`src/hw/rtl/jsu_pkg.sv`:
```
package jsu_pkg;

    localparam int MAX_OUT = 6;
    localparam int CNT_W   = $clog2(MAX_OUT + 1);
    localparam int HEX_LEN = 4;
    localparam int HOLD_N  = HEX_LEN - 1;

    localparam int QDEPTH  = 4;
    localparam int QPTR_W  = $clog2(QDEPTH);
    localparam int QCNT_W  = $clog2(QDEPTH + 1);

    localparam logic [7:0] CH_BS    = 8'h5C;
    localparam logic [7:0] CH_U     = 8'h75;
    localparam logic [7:0] CH_QMARK = 8'h3F;
    localparam logic [7:0] ASCII_LIMIT = 8'd128;

    typedef enum logic [1:0] {
        PH_PLAIN = 2'd0,
        PH_ESC   = 2'd1,
        PH_HEX   = 2'd2
    } phase_t;

    typedef struct packed {
        logic [7:0] in_byte;
        logic       in_last;
    } in_item_t;

    typedef struct packed {
        logic [7:0] out_byte;
        logic       out_last;
        logic       out_run_end;
    } out_item_t;

    // All bytes one request produces, oldest in entry zero
    typedef struct packed {
        logic [MAX_OUT-1:0][7:0] bytes;
        logic [CNT_W-1:0]        cnt;
        logic                    last;
    } run_t;

endpackage

```
`src/hw/rtl/jsu_front.sv`:
```
module jsu_front (
    input  logic            clk,
    input  logic            rst_n,
    input  logic            push,
    output logic            full,
    input  jsu_pkg::in_item_t item,
    input  logic            q_full,
    output logic            q_wr,
    output jsu_pkg::run_t   q_data
);
    import jsu_pkg::*;

    phase_t                  phase_reg, phase_next;
    logic [1:0]              count_reg, count_next;
    logic [HOLD_N-1:0][7:0]  hold_reg;
    logic [HOLD_N-1:0][7:0]  tail_bytes;
    logic                    hold_we;
    logic                    accept;
    run_t                    run;

    function automatic logic [7:0] map_escape(input logic [7:0] c);
        logic [7:0] r;
        case (c)
            "b":     r = 8'h08;
            "f":     r = 8'h0C;
            "n":     r = 8'h0A;
            "r":     r = 8'h0D;
            "t":     r = 8'h09;
            default: r = c;
        endcase
        return r;
    endfunction

    function automatic logic is_ws(input logic [7:0] c);
        return (c == 8'h20) || (c >= 8'h09 && c <= 8'h0D);
    endfunction

    function automatic logic is_hex(input logic [7:0] c);
        return (c >= "0" && c <= "9") || (c >= "a" && c <= "f") || (c >= "A" && c <= "F");
    endfunction

    function automatic logic [3:0] hex_val(input logic [7:0] c);
        logic [7:0] d;
        if (c >= "0" && c <= "9")
            d = c - "0";
        else if (c >= "a" && c <= "f")
            d = c - "a" + 8'd10;
        else
            d = c - "A" + 8'd10;
        return d[3:0];
    endfunction

    function automatic run_t append(input run_t r, input logic [7:0] b);
        run_t o;
        o = r;
        o.bytes[r.cnt] = b;
        o.cnt = r.cnt + 1'b1;
        return o;
    endfunction

    // strtol-style read of the four hex bytes
    function automatic run_t decode_hex4(input logic [HEX_LEN-1:0][7:0] h);
        run_t        r;
        logic [2:0]  p;
        logic        skip;
        logic        neg;
        logic        run_on;
        logic [15:0] v;
        logic [2:0]  digits;
        r      = '0;
        p      = '0;
        skip   = 1'b1;
        neg    = 1'b0;
        run_on = 1'b1;
        v      = '0;
        digits = '0;
        for (int i = 0; i < HEX_LEN; i++) begin
            if (skip && is_ws(h[i]))
                p = 3'(i + 1);
            else
                skip = 1'b0;
        end
        if (p < 3'(HEX_LEN) && (h[p[1:0]] == "+" || h[p[1:0]] == "-")) begin
            neg = (h[p[1:0]] == "-");
            p   = p + 3'd1;
        end
        // take the 0x prefix only when a hex digit follows inside the group
        if (p <= 3'd1 && h[p[1:0]] == "0" && (h[p[1:0] + 2'd1] | 8'h20) == "x"
                && is_hex(h[p[1:0] + 2'd2]))
            p = p + 3'd2;
        for (int i = 0; i < HEX_LEN; i++) begin
            if (3'(i) >= p && run_on) begin
                if (is_hex(h[i])) begin
                    v      = {v[11:0], hex_val(h[i])};
                    digits = digits + 3'd1;
                end
                else begin
                    run_on = 1'b0;
                end
            end
        end
        if (digits == 3'd0) begin
            r = append(r, CH_BS);
            r = append(r, CH_U);
            for (int i = 0; i < HEX_LEN; i++)
                r = append(r, h[i]);
        end
        else if (neg) begin
            r = append(r, 8'(~v[7:0] + 8'd1));
        end
        else begin
            r = append(r, (v < 16'(ASCII_LIMIT)) ? v[7:0] : CH_QMARK);
        end
        return r;
    endfunction

    // String ended inside the hex group: backslash, u, then the held bytes as a tail
    function automatic run_t decode_tail(input logic [HOLD_N-1:0][7:0] t,
                                         input logic [1:0] n);
        run_t r;
        r = '0;
        r = append(r, CH_BS);
        r = append(r, CH_U);
        if (t[0] == CH_BS && n >= 2'd2) begin
            if (t[1] == CH_U) begin
                r = append(r, CH_BS);
                r = append(r, CH_U);
            end
            else begin
                r = append(r, map_escape(t[1]));
            end
            if (n == 2'd3)
                r = append(r, t[2]);
        end
        else begin
            r = append(r, t[0]);
            if (t[1] == CH_BS && n == 2'd3) begin
                if (t[2] == CH_U) begin
                    r = append(r, CH_BS);
                    r = append(r, CH_U);
                end
                else begin
                    r = append(r, map_escape(t[2]));
                end
            end
            else if (n >= 2'd2) begin
                r = append(r, t[1]);
                if (n == 2'd3)
                    r = append(r, t[2]);
            end
        end
        return r;
    endfunction

    assign full   = q_full;
    assign accept = push && !q_full;

    always_comb
    begin
        for (int i = 0; i < HOLD_N; i++)
            tail_bytes[i] = (2'(i) == count_reg) ? item.in_byte : hold_reg[i];
    end

    always_comb
    begin
        run        = '0;
        phase_next = phase_reg;
        count_next = count_reg;
        hold_we    = 1'b0;
        unique case (phase_reg)
            PH_ESC:
            begin
                if (item.in_byte == CH_U) begin
                    if (item.in_last) begin
                        run = append(run, CH_BS);
                        run = append(run, CH_U);
                    end
                    else begin
                        phase_next = PH_HEX;
                        count_next = '0;
                    end
                end
                else begin
                    run        = append(run, map_escape(item.in_byte));
                    phase_next = PH_PLAIN;
                end
            end
            PH_HEX:
            begin
                if (count_reg == 2'(HOLD_N)) begin
                    run        = decode_hex4({item.in_byte, hold_reg[2], hold_reg[1],
                                              hold_reg[0]});
                    phase_next = PH_PLAIN;
                    count_next = '0;
                end
                else begin
                    hold_we    = 1'b1;
                    count_next = count_reg + 2'd1;
                    if (item.in_last)
                        run = decode_tail(tail_bytes, count_reg + 2'd1);
                end
            end
            default:
            begin
                phase_next = PH_PLAIN;
                if (item.in_byte == CH_BS && !item.in_last)
                    phase_next = PH_ESC;
                else
                    run = append(run, item.in_byte);
            end
        endcase
        if (item.in_last) begin
            phase_next = PH_PLAIN;
            count_next = '0;
        end
        run.last = item.in_last;
    end

    assign q_wr   = accept && (run.cnt != '0);
    assign q_data = run;

    always_ff @(posedge clk or negedge rst_n)
    begin
        if (!rst_n) begin
            phase_reg <= PH_PLAIN;
            count_reg <= '0;
        end
        else if (accept) begin
            phase_reg <= phase_next;
            count_reg <= count_next;
        end
    end

    always_ff @(posedge clk)
    begin
        if (accept && hold_we)
            hold_reg[count_reg] <= item.in_byte;
    end

endmodule

```
`src/hw/rtl/jsu_queue.sv`:
```
module jsu_queue (
    input  logic          clk,
    input  logic          rst_n,
    input  logic          wr,
    input  jsu_pkg::run_t wr_data,
    output logic          full,
    input  logic          rd,
    output jsu_pkg::run_t rd_data,
    output logic          empty
);
    import jsu_pkg::*;

    run_t              entry_reg [QDEPTH];
    logic [QPTR_W-1:0] wr_ptr_reg, rd_ptr_reg;
    logic [QCNT_W-1:0] count_reg, count_next;
    logic              do_wr, do_rd;

    assign full    = (count_reg == QCNT_W'(QDEPTH));
    assign empty   = (count_reg == '0);
    assign do_wr   = wr && !full;
    assign do_rd   = rd && !empty;
    assign rd_data = entry_reg[rd_ptr_reg];

    always_comb
    begin
        count_next = count_reg;
        if (do_wr && !do_rd)
            count_next = count_reg + 1'b1;
        else if (do_rd && !do_wr)
            count_next = count_reg - 1'b1;
    end

    always_ff @(posedge clk or negedge rst_n)
    begin
        if (!rst_n) begin
            wr_ptr_reg <= '0;
            rd_ptr_reg <= '0;
            count_reg  <= '0;
        end
        else begin
            count_reg <= count_next;
            if (do_wr)
                wr_ptr_reg <= (wr_ptr_reg == QPTR_W'(QDEPTH - 1)) ? '0 : wr_ptr_reg + 1'b1;
            if (do_rd)
                rd_ptr_reg <= (rd_ptr_reg == QPTR_W'(QDEPTH - 1)) ? '0 : rd_ptr_reg + 1'b1;
        end
    end

    always_ff @(posedge clk)
    begin
        if (do_wr)
            entry_reg[wr_ptr_reg] <= wr_data;
    end

endmodule

```
`src/hw/rtl/jsu_back.sv`:
```
module jsu_back (
    input  logic               clk,
    input  logic               rst_n,
    input  jsu_pkg::run_t      head,
    input  logic               q_empty,
    output logic               q_rd,
    input  logic               pop,
    output logic               empty,
    output jsu_pkg::out_item_t result
);
    import jsu_pkg::*;

    logic [CNT_W-1:0] idx_reg, idx_next;
    logic             at_end;
    logic             take;

    assign at_end = (idx_reg == head.cnt - 1'b1);
    assign take   = pop && !q_empty;
    assign empty  = q_empty;
    assign q_rd   = take && at_end;

    assign result.out_byte    = head.bytes[idx_reg];
    assign result.out_run_end = at_end;
    assign result.out_last    = head.last && at_end;

    always_comb
    begin
        idx_next = idx_reg;
        if (take)
            idx_next = at_end ? '0 : idx_reg + 1'b1;
    end

    always_ff @(posedge clk or negedge rst_n)
    begin
        if (!rst_n)
            idx_reg <= '0;
        else
            idx_reg <= idx_next;
    end

endmodule

```
`src/hw/rtl/json_string_unescaper_top.sv`:
```
// Channel   Direction  Handshake                  Payload
// input     in         push / full                item   (in_byte, in_last)
// result    out        empty / pop                result (out_byte, out_last, out_run_end)
//
// One input byte is taken per cycle while the run queue has room; its decoded bytes
// (zero to six) land in the queue in the same cycle and drain one per cycle on pop.
// A request that yields k bytes occupies the result side for k pops, so an escape
// burst slows input only once the four-entry run queue fills.
// Reset clears escape phase, hex count and the queue; held hex bytes need no reset.
module json_string_unescaper_top (
    input  logic               clk,
    input  logic               rst_n,
    input  logic               push,
    output logic               full,
    input  jsu_pkg::in_item_t  item,
    output logic               empty,
    input  logic               pop,
    output jsu_pkg::out_item_t result
);
    import jsu_pkg::*;

    run_t q_wr_data;
    run_t q_head;
    logic q_wr, q_full, q_rd, q_empty;

    jsu_front u_front (
        .clk    (clk),
        .rst_n  (rst_n),
        .push   (push),
        .full   (full),
        .item   (item),
        .q_full (q_full),
        .q_wr   (q_wr),
        .q_data (q_wr_data)
    );

    jsu_queue u_queue (
        .clk     (clk),
        .rst_n   (rst_n),
        .wr      (q_wr),
        .wr_data (q_wr_data),
        .full    (q_full),
        .rd      (q_rd),
        .rd_data (q_head),
        .empty   (q_empty)
    );

    jsu_back u_back (
        .clk     (clk),
        .rst_n   (rst_n),
        .head    (q_head),
        .q_empty (q_empty),
        .q_rd    (q_rd),
        .pop     (pop),
        .empty   (empty),
        .result  (result)
    );

    // A queued run always carries at least one byte and never more than six
    assert property (@(posedge clk) disable iff (!rst_n)
        q_wr |-> (q_wr_data.cnt != '0 && q_wr_data.cnt <= CNT_W'(MAX_OUT)))
        else $error("run pushed with bad byte count");

    assert property (@(posedge clk) disable iff (!rst_n)
        !q_empty |-> (q_head.cnt != '0))
        else $error("queue head holds an empty run");

    // The final byte of a string always closes its request's run
    assert property (@(posedge clk) disable iff (!rst_n)
        (!empty && result.out_last) |-> result.out_run_end)
        else $error("out_last without out_run_end");

    // A run leaves the queue only on its last byte
    assert property (@(posedge clk) disable iff (!rst_n)
        q_rd |-> (pop && result.out_run_end))
        else $error("run dropped before its last byte");

endmodule
```
`config.mk`:
```
export PLATFORM = sky130hd
export DESIGN_NAME = json_string_unescaper_top
export DESIGN_NICKNAME = d
export VERILOG_FILES = /design/src/hw/rtl/jsu_pkg.sv /design/src/hw/rtl/jsu_front.sv /design/src/hw/rtl/jsu_queue.sv /design/src/hw/rtl/jsu_back.sv /design/src/hw/rtl/json_string_unescaper_top.sv
export SDC_FILE = /design/constraint.sdc
export NUM_CORES = 1
export LEC_CHECK = 0
export ABC_AREA = 1
export BUFFER_PORTS_ARGS = -buffer_cell sky130_fd_sc_hd__buf_4
export CAP_MARGIN = 30
export CORE_MARGIN = 5
export CORE_UTILIZATION = 30
export DETAILED_ROUTE_END_ITERATION = 7
export GPL_TIMING_DRIVEN = 0
export PLACE_DENSITY_LB_ADDON = 0.08
export SLEW_MARGIN = 0
export SYNTH_ARGS = -nofsm -noshare
export SYNTH_HDL_FRONTEND = slang
export SYNTH_SLANG_ARGS = --single-unit
```
`constraint.sdc`:
```
create_clock -name clk -period 12.2 [get_ports clk]
set_clock_uncertainty 0.05 [all_clocks]
set_input_delay 2.44 -clock clk [delete_from_list [all_inputs] [get_ports clk]]
set_output_delay 2.44 -clock clk [all_outputs]
set_load 0.05 [all_outputs]
```
* Word-level counts from Yosys, hierarchy flattened
Memories as Yosys holds them, arrays and structs flattened.
Cells that the tools add are included.
** Cells by class
- Eq/ne operators :: 41
- Divide/modulo/power cells :: 0
- Multiplexer cells :: 130
- Multiply operators :: 0
- Shifts and indexed selects :: 0
- Bitwise gates (word level) :: 1
- Add/sub/neg operators :: 36
- Magnitude comparators :: 55
- Reductions and logical operators :: 72
** Operator list (number)
- 52-bit 2-to-1 mux :: 11
- 8-bit by 7-bit equality test with 1-bit output (second input constant) :: 21
- 16-bit 2-to-1 mux :: 9
- 8-bit case mux with 5 select lines :: 3
- 52-bit case mux with 2 select lines :: 1
- 8-bit 2-to-1 mux :: 11
- 3-bit 2-to-1 mux :: 27
- 8-bit by 7-bit >= comparator with 1-bit output (second input constant) :: 10
- 8-bit by 7-bit <= comparator with 1-bit output (second input constant) :: 10
- 8-bit binary-select mux with 2-bit select :: 4
- 8-bit by 6-bit equality test with 1-bit output (second input constant) :: 7
- 48-bit bitwise mux :: 1
- 4-bit by 1-bit subtractor with 4-bit output (second input constant) :: 12
- 1-bit logical AND :: 44
- 44-bit 2-to-1 mux :: 1
- 43-bit 2-to-1 mux :: 1
- 8-bit by 6-bit >= comparator with 1-bit output (second input constant) :: 5
- 8-bit by 6-bit <= comparator with 1-bit output (second input constant) :: 5
- 19-bit 2-to-1 mux :: 2
- 4-bit 2-to-1 mux :: 9
- 35-bit 2-to-1 mux :: 1
- 4-bit adder (second input constant) :: 8
- 8-bit by 4-bit >= comparator with 1-bit output (second input constant) :: 4
- 8-bit by 4-bit <= comparator with 1-bit output (second input constant) :: 4
- 41 further kinds :: 124
** Word-level totals
- Bits of input ports :: 13
- Memories kept :: 1
- Output and inout port bits :: 12
- Logic and storage cells :: 345
- Memory bits (writable) :: 208
- Register bits after elaboration :: 38
- Bits in latches :: 0
- Bits in read-only memories :: 0
** Memories
- u_queue.entry_reg :: depth 4, width 52, read ports 1, clocked after memory_dff 0, wr ports 1, RTL line jsu_queue.sv:13 : run_t entry_reg [QDEPTH];

* Longest topological paths before layout
- Depth after elaboration :: 67
- Depth in mapped cells :: 60
- Depth with buffers taken out :: 59

* Hierarchy
Synthesis repeated with hierarchy kept, for this count alone.
** Unflattened totals
- Cells, all modules :: 1873
- Area, all modules :: 15566.2 sq um
** Modules (own cells, without submodules)
- jsu_queue :: times used 1, cells an instance 667, sequential area each 6421.2 sq um, area each 8642.0 sq um
- jsu_front :: times used 1, cells an instance 1067, sequential area each 820.8 sq um, area each 6154.7 sq um
- jsu_back :: times used 1, cells an instance 139, sequential area each 75.1 sq um, area each 769.5 sq um

* Least setup slack after synthesis
Ideal clock, no wire load.
- Path kind :: input to register
- Start :: input port item[1] (netlist name)
- End :: memory u_queue.entry_reg[0][0] (netlist name) (enable)
- Buffers on the path :: 1
- Setup slack :: 2963 ps
- Cell stages on the path :: 43
- Setup time :: 412 ps
- Data arrival time :: 8775 ps
- Data required time :: 11738 ps
- Path through :: clkbuf_1 inv_1 ha_1 inv_1 o21ai_0 nand3_1 nand2_1 nand2_1 a21oi_4 nand3_1 nand2_1 nand2_1 nand2_4 nand3_1 nand2_1 inv_1 ha_1 nand3_1 [7 not listed] ha_1 nand2_1 nor2_1 ha_1 inv_1 nand2_1 nand2_1 inv_1 ha_1 nor2_1 nand2_2 nand2_2 nand2_4 nand2_4 nand3_1 nand3_4 nand2_4 nor2_2
** On the way
- Word-level cells in the longest chain between the ends :: 54
- Elaborated cells on any way between the ends :: 130
- Classes of those cells :: add/sub: 8; order compare: 20; eq/ne: 11; mux: 63; reduce/logical: 28
** RTL lines
- start, declared :: RTL line json_string_unescaper_top.sv:15 : input jsu_pkg::in_item_t item,
- 8-bit by 4-bit >= comparator with 1-bit output / 8-bit by 4-bit <= comparator with 1-bit output (equally long branches) :: RTL line jsu_front.sv:35 : return (c == 8'h20) || (c >= 8'h09 && c <= 8'h0D);
- 1-bit logical AND :: RTL line jsu_front.sv:35
- 1-bit logical OR :: RTL line jsu_front.sv:35
- 1-bit logical AND :: RTL line jsu_front.sv:78 : if (skip && is_ws(h[i]))
- 3-bit 2-to-1 mux :: RTL line jsu_front.sv:78
- 3-bit 2-to-1 mux :: RTL line jsu_front.sv:190 : if (count_reg == 2'(HOLD_N)) begin
- 3-bit 2-to-1 mux :: RTL line jsu_front.sv:170 : unique case (phase_reg)
- 8-bit binary-select mux with 2-bit select :: RTL line jsu_front.sv:83 : if (p < 3'(HEX_LEN) && (h[p[1:0]] == "+" || h[p[1:0]] == "-")) begin
- [38 not listed]
- 52-bit 2-to-1 mux :: RTL line jsu_front.sv:102 : if (digits == 3'd0) begin
- 52-bit 2-to-1 mux :: RTL line jsu_front.sv:190
- 52-bit case mux with 2 select lines * :: RTL line jsu_front.sv:170
- 3-bit nonzero test * :: RTL line jsu_front.sv:219 : assign q_wr = accept && (run.cnt != '0);
- 1-bit logical AND * :: RTL line jsu_front.sv:219
- 1-bit logical AND * :: RTL line jsu_queue.sv:20 : assign do_wr = wr && !full;
- 1-bit 2-to-1 mux * :: RTL line jsu_queue.sv:51 : if (do_wr)
- 1-bit 2-to-1 mux (implied by the code) * :: RTL line jsu_queue.sv:52 : entry_reg[wr_ptr_reg] <= wr_data;
- end, declared :: RTL line jsu_queue.sv:13
Every way passes the cells marked *; elsewhere a longest branch is shown, timed or not. The select of a mux whose other input is x is not followed.

* Final worst setup path
- Start :: input port item[1] (netlist name)
- End :: memory u_queue.entry_reg[0][35] (netlist name) (enable)
The elaborated chain is that of the path after synthesis.

==> impl_results.md <==
* Antenna diode count at 0
* Critical path capture point type: flop
* Total GRT Usage at 20.32%
* Area of the multi-input gates at approximately 6700 um^2
* Die ar. at roughly 50000 um^2
* Total negative slack at 0 ns
* Vias post-DR at about 13000
* Total CTS buffers at 26
* Register clock-pin slew on the reported worst setup and hold paths at ~0.06 ns
* Design Area, Final at between 15000 and 20000 um^2
* Final Hold Viols at 0
* Clk sinks at approximately 220
* Buf+Inv Stages, Crit Path at 9
* Initial antenna violation count at 3
* PostCTS Resize Cnt at 0
* Worst EP required at ~12 ns
* Core area at ~46000 um^2
* Startpoint types: input port
* Async SR Flop Fraction at between 6 and 7%
* Vias in the first global route at ~12000
* Synth area leader: edfxtp_1
* Final net count at 1822
* Detailed placement HPWL at 39980 um
* DR WL/cell at roughly 22 um
* Post-CTS Setup Bufs at 0
* Area contributors post-synth: edfxtp_1 (43%), nand2_1 (9.9%), o21ai_0 (5.9%), nor2_1 (5.5%), nand3_1 (4.4%)
* Worst-Margin Slew at between 1 and 1.5 ns
* Max incr delay on CP at ~0.68 ns
* Setup violations, final at 0
* Hold Path Class: reg2reg
* EDFF count, synth at around 200
* Syn Nets at between 1500 and 2000
* Yosys reg bits at approximately 220
* Initial core utilization at 30.32%
* Die height at roughly 230 um
* Cell Area, Synth at 14080 um^2
* Final min period at between 10 and 15 ns
* Post-synth top cells: nand2_1 (371), nor2_1 (206), edfxtp_1 (204), o21ai_0 (166), inv_1 (141)
* Sequential area share after synthesis at between 40% and 50%
* Cells after Synth at roughly 1700
* Share of cells above drive strength 1 at a little over a tenth
* Max FFs per register at 180
* Vias per inst at about 5.3
* CP most frequent cell: nand2_1
* Placed cell areas at about 15000 um^2
* Crit path max-delay family: simple AND/OR/NAND/NOR gates
* Crit share post-route at between 80 and 90%
* Clock Latency Late Sink at about 0.54 ns
* Max IR drop VDD at between 0.15 and 0.2 mV
* Crit path max fanout at 25
* GP Congestion at 0.9356
* Crit-path slowest cell: nor2_4
* Antenna viol nets, final at 0
* Rel. slew slack at roughly 28%
* Drt drc at 0
* Row count at just under 80
* Die Width at 226.7 um
* Outcome: complete, no violations
* CTS root buffer: clkbuf_16
* Starting DRC count in detailed routing at between 1000 and 1500
* H-tree levels at 1
* First-pass GRT wire length at a little under 80000 um
* Synth Warn # at 0
* Critical Path AT at approximately 11 ns
* CTS Buffer Depth at 3
* Cell variety after synth at 66
* Avg Synthesized Cell Area at just over 8 um^2
* Yosys top cell area share at 43.50%
* CTS Hold Bufs at 0
* Largest net degree at the start of global routing at 27
* Register area at 6476 um^2
* CP Class: in2reg
* Filler cells at ~4900
* CTS tree: done
* Max cap viols at 0
* Top-count cell post-synth: nand2_1
* Slew Viols, Final at 0
* PortBufs at 24
* Flop2flop setup slack at 3.54 ns
* Leak pwr at ~6.4 nW
* Synth-to-layout area growth at 13.61%
* Global route overflow at 0
* Top FF cell, synth: edfxtp_1
* Fmax achieved at between 90 and 100 MHz
* I/O pins at 25
* RSZ-0062 raised after global routing: false
* DRT Pass-1 Iters at 8
* Power per cell area at between 150 and 200 nW/um^2
* DRT Wirelength at about 53000 um
## power breakdown
| group | switching [W] | leakage (nW) | internal, W |
|---|---|---|---|
| logic | 0.000924 | 3.92 | 0.000335 |
| clock network | 0.000301 | 0.390 | 0.000436 |
| registers | 0.0000445 | 2.07 | 0.000959 |
| total | 0.00127 | 6.38 | 0.00173 |
## area by class of cell
| type | count | share of cell area [%] |
|---|---|---|
| clock inverter | 12 | 0.8367 |
| clock buffer | 33 | 4.231 |
| multi-input combinational | 1249 | 41.85 |
| tap | 607 | 4.747 |
| buffer | 70 | 1.994 |
| inverter | 166 | 3.926 |
| sequential | 218 | 40.48 |
| timing repair buffer | 33 | 1.939 |
## final timing paths
check / to / cells after the start / startpoint
setup reg to reg: u_queue.entry_reg[0][35]$_DFFE_PP_ / 45 / u_front.hold_reg[16]$_DFFE_PP_
hold / removal: u_queue.count_reg[0]$_DFFE_PN0P_ / 1 / u_queue.count_reg[0]$_DFFE_PN0P_
min in group asynchronous: u_queue.count_reg[2]$_DFFE_PN0P_ / 1 / rst_n
setup / recovery: u_queue.entry_reg[0][35]$_DFFE_PP_ / 46 / item[1]
hold reg to reg: u_queue.count_reg[0]$_DFFE_PN0P_ / 1 / u_queue.count_reg[0]$_DFFE_PN0P_
max in group asynchronous: u_front.phase_reg[1]$_DFFE_PN0P_ / 1 / rst_n
## metal layers
metal  GRT usage [%]  routed length, um  vias to the layer above
met4           3.648                931                        0
li1                -                  -                     6035
met5               0                  0                        -
met3           2.667               2860                       61
met1           29.42              24780                     6112
met2           33.04              24540                      363
## cells in the final DEF, fill, tap and decap left out, types with 8 or more instances in the layout
cell and count:
a21oi_1 47, a31oi_1 13, buf_2 12, buf_4 29
clkbuf_1 58, clkbuf_16 26, dfrtp_1 14, edfxtp_1 204
ha_1 44, inv_1 141, inv_2 20, nand2_1 371
nand2_2 26, nand2_4 16, nand3_1 125, nand4_1 26
nor2_1 206, nor2_4 8, nor3_1 15, nor4_1 22
o211ai_1 19, o21ai_0 166, o221ai_1 19, o22ai_1 26
xor2_1 15
## stage by stage
| stage | util, % | hold slack, ns | power, W | setup slack, ns | std cells |
|---|---|---|---|---|---|
| after detailed placement | 32.68 | 0.4702 | 0.002291 | 1.133 | 2342 |
| after global placement | 32.34 | 0.4520 | 0.002270 | -0.2982 | 2334 |
| after CTS | 34.43 | 0.4842 | 0.003035 | 1.684 | 2387 |
| after global routing | 34.44 | 0.5078 | 0.003193 | 1.170 | 2388 |
| final | 34.44 | 0.4755 | 0.003000 | 1.597 | 2388 |
| after floorplan | - | 0.4219 | 0.001801 | 2.963 | 1703 |
## worst reg2reg max path: cells and delay by family, from the launching register on
family          cells  cell delay (ns)
buf+inv             8             1.77
fa+ha+maj           6             1.74
flops               1             0.37
simple gates       30             4.15
compound gates      1             0.24
## cell families after synthesis
kind of cell	synth area share (%)
AND/OR/NAND/NOR	27.40
AO/OA/AOI/OAI	14.59
buffers and inverters	6.725
flip-flops	45.98
adder cells (fa/ha/maj)	4.051
XOR/XNOR	1.173
multiplexers	0.07995
Note: power is estimated with default switching activity, not from simulation.
